File: config.mk
export PLATFORM = sky130hd
export DESIGN_NAME = imu_frame_receiver
export DESIGN_NICKNAME = d
export VERILOG_FILES = /design/src/hw/rtl/imuf_pkg.sv /design/src/hw/rtl/imuf_parser.sv /design/src/hw/rtl/imuf_res_fifo.sv /design/src/hw/rtl/imu_frame_receiver.sv
export SDC_FILE = /design/constraint.sdc
export NUM_CORES = 1
export LEC_CHECK = 0
export ABC_CLOCK_PERIOD_IN_PS = 4200
export BUFFER_PORTS_ARGS = -buffer_cell sky130_fd_sc_hd__buf_4
export CAP_MARGIN = 20
export CORE_MARGIN = 1.5
export CORE_UTILIZATION = 55
export DETAILED_ROUTE_END_ITERATION = 6
export PLACE_DENSITY = 0.75
export SLEW_MARGIN = 20
export SYNTH_ARGS = -nofsm -noshare
export SYNTH_HDL_FRONTEND = slang
export SYNTH_HIERARCHICAL = 1
export SYNTH_SLANG_ARGS = --single-unit
File: constraint.sdc
create_clock -name clk -period 4.2 [get_ports clk]
set_input_delay 0.42 -clock clk [delete_from_list [all_inputs] [get_ports clk]]
set_output_delay 0.42 -clock clk [all_outputs]
set_load 0.05 [all_outputs]
File: src/hw/rtl/imuf_pkg.sv
// Package for the IMU frame receiver: frame constants, phase and kind
// types, and the result record shared by the parser and the result queue.
// Depends on nothing.
package imuf_pkg;

	localparam int PAYLOAD_BYTES = 8;
	localparam int BANK_BYTES    = 8;
	localparam int POS_W         = $clog2(PAYLOAD_BYTES + 1);
	localparam int BIDX_W        = $clog2(BANK_BYTES);
	localparam int BANK_W        = 8 * BANK_BYTES;
	localparam int NUM_KINDS     = 3;

	localparam logic [7:0] TYPE_ANGLE = 8'h53;
	localparam logic [7:0] TYPE_RATE  = 8'h52;
	localparam logic [7:0] TYPE_ACCEL = 8'h51;
	localparam logic [7:0] HDR_SEED   = 8'h55;

	typedef enum logic [1:0] {
		PH_IDLE,
		PH_ANGLE,
		PH_RATE,
		PH_ACCEL
	} phase_t;

	typedef enum logic [1:0] {
		KIND_ANGLE,
		KIND_RATE,
		KIND_ACCEL
	} kind_t;

	typedef struct packed {
		logic [15:0]        extra_word;
		logic signed [15:0] axis_z;
		logic signed [15:0] axis_y;
		logic signed [15:0] axis_x;
		logic               checksum_ok;
		kind_t              frame_kind;
	} result_t;

	function automatic kind_t kind_of(input phase_t ph);
		kind_t k;
		k = KIND_ANGLE;
		case (ph)
			PH_RATE:  k = KIND_RATE;
			PH_ACCEL: k = KIND_ACCEL;
			default:  k = KIND_ANGLE;
		endcase
		return k;
	endfunction

endpackage

File: src/hw/rtl/imuf_parser.sv
// Frame parser: input beat register, frame state machine, payload buffer,
// checksum accumulator and the three latched banks.
// Depends on imuf_pkg.
module imuf_parser (
	input  logic             clk,
	input  logic             arst_n,
	input  logic             in_valid,
	output logic             in_ready,
	input  logic [7:0]       in_byte,
	input  logic             res_full,
	output logic             res_valid,
	output imuf_pkg::result_t res_data
);
	import imuf_pkg::*;

	logic                valid_s1;
	logic [7:0]          byte_s1;
	logic                go;

	phase_t              phase_q, phase_d;
	logic [POS_W-1:0]    pos_q, pos_d;
	logic [7:0]          sum_q, sum_d;
	logic                buf_we;
	logic                bank_we;
	logic [7:0]          cbuf_q [BANK_BYTES];
	logic [BANK_W-1:0]   banks_q [NUM_KINDS];
	logic [BANK_W-1:0]   collect;
	logic [BANK_W-1:0]   bank_out;
	kind_t               kind;
	logic                ok;

	assign go       = valid_s1 && !res_full;
	assign in_ready = !valid_s1 || !res_full;

	always_ff @(posedge clk or negedge arst_n) begin
		if (!arst_n) begin
			valid_s1 <= 1'b0;
		end else if (in_valid && in_ready) begin
			valid_s1 <= 1'b1;
		end else if (go) begin
			valid_s1 <= 1'b0;
		end
	end

	always_ff @(posedge clk) begin
		if (in_valid && in_ready) begin
			byte_s1 <= in_byte;
		end
	end

	assign kind = kind_of(phase_q);
	assign ok   = (sum_q == byte_s1);

	always_comb begin
		phase_d   = phase_q;
		pos_d     = pos_q;
		sum_d     = sum_q;
		buf_we    = 1'b0;
		bank_we   = 1'b0;
		res_valid = 1'b0;
		if (go) begin
			unique case (phase_q)
				PH_IDLE: begin
					unique case (byte_s1)
						TYPE_ANGLE: phase_d = PH_ANGLE;
						TYPE_RATE:  phase_d = PH_RATE;
						TYPE_ACCEL: phase_d = PH_ACCEL;
						default:    phase_d = PH_IDLE;
					endcase
					pos_d = '0;
					sum_d = HDR_SEED + byte_s1;
				end
				default: begin
					if (pos_q < POS_W'(PAYLOAD_BYTES)) begin
						buf_we = (pos_q < POS_W'(BANK_BYTES));
						sum_d  = sum_q + byte_s1;
						pos_d  = pos_q + POS_W'(1);
					end else begin
						bank_we   = ok;
						res_valid = 1'b1;
						phase_d   = PH_IDLE;
						pos_d     = '0;
						sum_d     = '0;
					end
				end
			endcase
		end
	end

	always_ff @(posedge clk or negedge arst_n) begin
		if (!arst_n) begin
			phase_q <= PH_IDLE;
			pos_q   <= '0;
			sum_q   <= '0;
		end else begin
			phase_q <= phase_d;
			pos_q   <= pos_d;
			sum_q   <= sum_d;
		end
	end

	always_ff @(posedge clk) begin
		if (buf_we) begin
			cbuf_q[pos_q[BIDX_W-1:0]] <= byte_s1;
		end
	end

	always_comb begin
		for (int i = 0; i < BANK_BYTES; i++) begin
			collect[8*i +: 8] = cbuf_q[i];
		end
	end

	always_ff @(posedge clk or negedge arst_n) begin
		if (!arst_n) begin
			for (int k = 0; k < NUM_KINDS; k++) begin
				banks_q[k] <= '0;
			end
		end else if (bank_we) begin
			banks_q[kind] <= collect;
		end
	end

	assign bank_out = ok ? collect : banks_q[kind];

	always_comb begin
		res_data.frame_kind  = kind;
		res_data.checksum_ok = ok;
		res_data.axis_x      = bank_out[15:0];
		res_data.axis_y      = bank_out[31:16];
		res_data.axis_z      = bank_out[47:32];
		res_data.extra_word  = bank_out[63:48];
	end

endmodule

File: src/hw/rtl/imuf_res_fifo.sv
// Two-entry result queue that registers each result and decouples the
// parser from back-pressure on the output stream.
// Depends on imuf_pkg.
module imuf_res_fifo (
	input  logic              clk,
	input  logic              arst_n,
	input  logic              push,
	input  imuf_pkg::result_t push_data,
	output logic              full,
	output logic              out_valid,
	input  logic              out_ready,
	output imuf_pkg::result_t out_data
);
	import imuf_pkg::*;

	result_t     mem_q [2];
	logic        wr_q;
	logic        rd_q;
	logic [1:0]  count_q;
	logic        pop;

	assign full      = (count_q == 2'd2);
	assign out_valid = (count_q != 2'd0);
	assign out_data  = mem_q[rd_q];
	assign pop       = out_valid && out_ready;

	always_ff @(posedge clk) begin
		if (push) begin
			mem_q[wr_q] <= push_data;
		end
	end

	always_ff @(posedge clk or negedge arst_n) begin
		if (!arst_n) begin
			wr_q    <= 1'b0;
			rd_q    <= 1'b0;
			count_q <= 2'd0;
		end else begin
			if (push) begin
				wr_q <= ~wr_q;
			end
			if (pop) begin
				rd_q <= ~rd_q;
			end
			count_q <= count_q + {1'b0, push} - {1'b0, pop};
		end
	end

endmodule

File: src/hw/rtl/imu_frame_receiver.sv
// IMU frame receiver top level: one received byte per input beat, one result
// beat per completed frame. A checksum beat is held in the input beat register;
// its result is registered in the result queue. Throughput: one byte per cycle,
// set by the single parser stage, stalling only while the result queue is full.
// Asynchronous active-low reset returns the parser to idle and zeroes the banks.
// Depends on imuf_pkg, imuf_parser and imuf_res_fifo.
module imu_frame_receiver (
	input  logic        clk,
	input  logic        arst_n,
	input  logic        s_tvalid,
	output logic        s_tready,
	input  logic [7:0]  s_tdata,   // [7:0] rx_byte
	output logic        m_tvalid,
	input  logic        m_tready,
	output logic [63:0] m_tdata,   // [15:0] axis_x, [31:16] axis_y, [47:32] axis_z,
	                               // [63:48] extra_word
	output logic [2:0]  m_tuser    // [1:0] frame_kind, [2] checksum_ok
);
	import imuf_pkg::*;

	logic    res_valid;
	logic    res_full;
	result_t res_data;
	result_t out_data;

	imuf_parser u_parser (
		.clk       (clk),
		.arst_n    (arst_n),
		.in_valid  (s_tvalid),
		.in_ready  (s_tready),
		.in_byte   (s_tdata),
		.res_full  (res_full),
		.res_valid (res_valid),
		.res_data  (res_data)
	);

	imuf_res_fifo u_res_fifo (
		.clk       (clk),
		.arst_n    (arst_n),
		.push      (res_valid),
		.push_data (res_data),
		.full      (res_full),
		.out_valid (m_tvalid),
		.out_ready (m_tready),
		.out_data  (out_data)
	);

	assign m_tdata = {out_data.extra_word, out_data.axis_z, out_data.axis_y, out_data.axis_x};
	assign m_tuser = {out_data.checksum_ok, out_data.frame_kind};

endmodule

==> flow_summary_export.csv <==
group,metric,value,unit
timing,finalHoldViolCount,7,
setup_path,crit_path_end_kind,"flip-flop",
finish,register_area,11480,µm²
finish,utilization,0.6263,
floorplan,die_area,33900,µm²
finish,nets,1328,
finish,fillers,2399,
setup_path,critPathRequiredTime,4430,ps
global_route,grt_pass1_vias,10307,
route,antenna_left,0,
floorplan,initial_utilization,0.5559,
timing,period_needed,3125,ps
global_route,grt-ovfl-total,0,
floorplan,die_w,184.1,µm
logic_synthesis,syn_avg_cell_area,14.74,µm²
timing,setup_violations,0,
clock_network,clk_pin_slew,60,ps
job,maxCapViolCount,0,
clock_network,numCtsBuffers,42,
logic_synthesis,synth-main-ff-cell,"dfrtp_1",
logic_synthesis,synth_area,18040,µm²
place,gp_congestion,0.8469,
finish,drive_above_1_share,0.3231,
finish,antenna_cells,0,
global_route,grt_usage,0.2125,
route,drc_errors,0,
place,io_buffers,80,
global_route,antenna_found_initial,0,
timing,setup_tns,0,ps
setup_path,startpoint_type,"flip-flop",
global_route,grt_pass1_wl,56.01,mm
finish,multi_input_area,6047,µm²
logic_synthesis,yosys.area.top_type_share,0.3429,
timing,drv_slew,0,
timing,period_share,0.7441,
logic_synthesis,syn_nets,1250,
route,vias_per_cell,5.582,
setup_path,rr_startpoint,"u_parser/byte_s1[1]$_DFFE_PP_",
clock_network,htreeDepth,2,
place,dp_hpwl,19.64,mm
timing,slew_headroom,0.3552,
clock_network,post_cts_buffers,0,
route,num_vias,9914,
clock_network,cts_tree,"done",
floorplan,num_rows,66,
finish,syn_to_final_growth,12.66,%
logic_synthesis,synth_edf_count,206,
hold_path,hp-class,"input pin to asynchronous set/reset pin",
clock_network,clock_latency,530,ps
route,wl,34.55,mm
run_status,status,"finished with violations",
logic_synthesis,synth-seq-cells,417,
clock_network,clk_path_buf_depth,3,
logic_synthesis,synth_cell_types,54,
power_and_ir_drop,ir_drop,0.3431,mV
route,firstDrtPassIters,4,
timing,max_freq,320.0,MHz
power_and_ir_drop,p_leak,8.273,nW
logic_synthesis,yosysWarnings,6,
timing,worstMarginPinSlew,967.2,ps
logic_synthesis,synthCells,1224,
setup_path,r2r_cells,5,
clock_network,cts_root_buf,"clkbuf_16",
clock_network,cts_resized,0,
floorplan,coreArea,32450,µm²
logic_synthesis,yosys-top-cells-area,"edfxtp_1 (34%), dfrtp_1 (29%), mux2_2 (11%)",
setup_path,r2r_end,"u_res_fifo/mem_q[1][21]$_DFFE_PP_",
clock_network,hold_buffers,0,
setup_path,reg2reg_slack,1070,ps
clock_network,clkSinkCount,417,
route,wl_per_cell,19.45,µm
setup_path,cp.arrival,3350,ps
timing,whs,-15.15,ps
setup_path,worstPathMaxFanout,53,
global_route,grt_max_degree,119,
floorplan,die_h,184.1,µm
setup_path,crit_type,"flip-flop to flip-flop",
run_status,violations,"hold timing",
logic_synthesis,synthArstFlopShare,0.5060,
timing,rsz0062_at_grt,"false",
floorplan,ios,81,
power_and_ir_drop,power_density,551.2,nW/µm²
logic_synthesis,yosys.area.top_type,"edfxtp_1",
route,drt-initial-drc-count,664,
timing,fin_skew,19.32,ps
logic_synthesis,yosysSeqAreaShare,0.6355,
[how the worst max path moves through the flow]
stage,start,to,slack (ps),cells past startpoint
floorplan,u_res_fifo/count_q[1]$_DFF_PN0_,u_res_fifo/mem_q[0][0]$_DFFE_PP_,980,4
global placement,u_parser/byte_s1[1]$_DFFE_PP_,u_res_fifo/mem_q[0][25]$_DFFE_PP_,1220,5
detailed placement,u_parser/byte_s1[1]$_DFFE_PP_,u_res_fifo/mem_q[0][21]$_DFFE_PP_,1060,5
CTS,u_parser/byte_s1[1]$_DFFE_PP_,u_res_fifo/mem_q[1][21]$_DFFE_PP_,1060,5
global route,u_parser/byte_s1[1]$_DFFE_PP_,u_res_fifo/mem_q[1][21]$_DFFE_PP_,860,5
finish,u_parser/byte_s1[1]$_DFFE_PP_,u_res_fifo/mem_q[1][21]$_DFFE_PP_,1070,5
[power breakdown]
group | internal [mW] | total (mW) | switching [mW] | leakage, nW
sequential | 4.56 | 4.89 | 0.328 | 4.80
combinational | 0.988 | 2.64 | 1.66 | 2.81
clock | 2.16 | 3.67 | 1.51 | 0.668
total | 7.71 | 11.2 | 3.49 | 8.27
[worst max-delay path, stage by stage (launching register included)]
cell	delay, ps
edfxtp_1	760
ha_1	370
nor3_1	370
and3_4	630
buf_4	450
o21ai_0	210
[logic make-up (layout without fill, tap and decap cells)]
logic type                 count (synthesis)  count (layout)  synth area share
DFF                                      417             417            0.6355
muxes                                    326             326            0.2155
and+or+nand+nor                          207             207           0.05118
AOI/OAI and AO/OA                        173             173           0.05187
buffers and inverters                     76             186           0.03044
adders and majority gates                 14              14           0.01013
xor gates and xnor gates                  11              11          0.005340
[synthesized netlist by cell type (2+ instances only)]
cell,n
nor2b_1,4
buf_1,3
a211oi_1,6
inv_1,7
dfrtp_1,211
buf_6,15
o21ai_0,141
buf_8,2
a31oi_1,2
or3_1,2
nor4_1,2
clkbuf_1,22
o21bai_1,3
a211o_1,2
and2_1,2
buf_4,2
nand2_1,145
buf_12,6
a21oi_1,6
mux2i_1,66
a21o_1,2
and3_1,2
or2_2,2
nand2b_1,5
nor2_4,3
nor2_1,23
mux2_2,170
a221oi_1,2
nand3b_1,2
mux2_1,10
xor2_1,5
mux2_4,80
edfxtp_1,206
o21a_1,2
nor3_1,7
buf_2,19
xnor2_1,6
ha_1,13
[through the flow]
stage / worst slack [ps] / instance area (µm²) / total power, mW / hold WS (ps) / std cells
2_1_floorplan: 981.4 / 18040 / 6.893 / 124.4 / 1224
3_3_place_gp: 1216 / 18940 / 7.585 / 461.9 / 1699
3_5_place_dp: 1061 / 18940 / 7.623 / 472.0 / 1699
4_1_cts: 1060 / 20310 / 11.29 / 60.39 / 1775
5_1_grt: 860.5 / 20330 / 11.68 / 61.64 / 1776
6_report: 1075 / 20330 / 11.20 / -15.15 / 1776
[cell usage in the layout, fill, tap and decap left out, drive strengths merged, types with 2 or more instances in the layout]
master / instances
mux2i: 66
o21a: 2
clkbuf: 61
o21ai: 142
nand2b: 5
nor4: 3
xor2: 5
o21bai: 3
a211o: 2
xnor2: 6
dfrtp: 211
and3: 3
nor2: 27
inv: 9
nand2: 145
or3: 2
nor2b: 4
clkinv: 10
a31oi: 2
or2: 2
bufinv: 2
a211oi: 6
clkinvlp: 2
buf: 102
ha: 13
and2: 2
a221oi: 2
edfxtp: 206
mux2: 260
nand4: 2
a21oi: 6
nand3b: 2
a21o: 3
nor3: 7
[area by class of cell]
class / instances / share of cell area
Clock inverter: 16 / 0.006710
Tap cell: 442 / 0.02721
Multi-Input combinational cell: 731 / 0.2975
Timing Repair Buffer: 103 / 0.04204
Inverter: 7 / 0.001293
Sequential cell: 417 / 0.5647
Clock buffer: 60 / 0.06057
[state kept, by name, summed over array words and instances (netlist names)]
signal	count
u_parser/cbuf_q	64
u_parser/banks_q	192
u_parser/byte_s1	8
u_res_fifo/mem_q	134
u_res_fifo/wr_q	1
u_parser/phase_q	2
u_parser/pos_q	4
u_res_fifo/rd_q	1
u_parser/sum_q	8
u_parser/valid_s1	1
u_res_fifo/count_q	2
[per-layer routing]
layer	up-vias	part of all wire	GRT usage
met4	0	0.024	0.06361
met5	-	0	0
met2	215	0.48	0.3547
li1	4597	-	-
met1	5043	0.45	0.2920
met3	59	0.041	0.02885
Power figures use the tool's default switching activity.
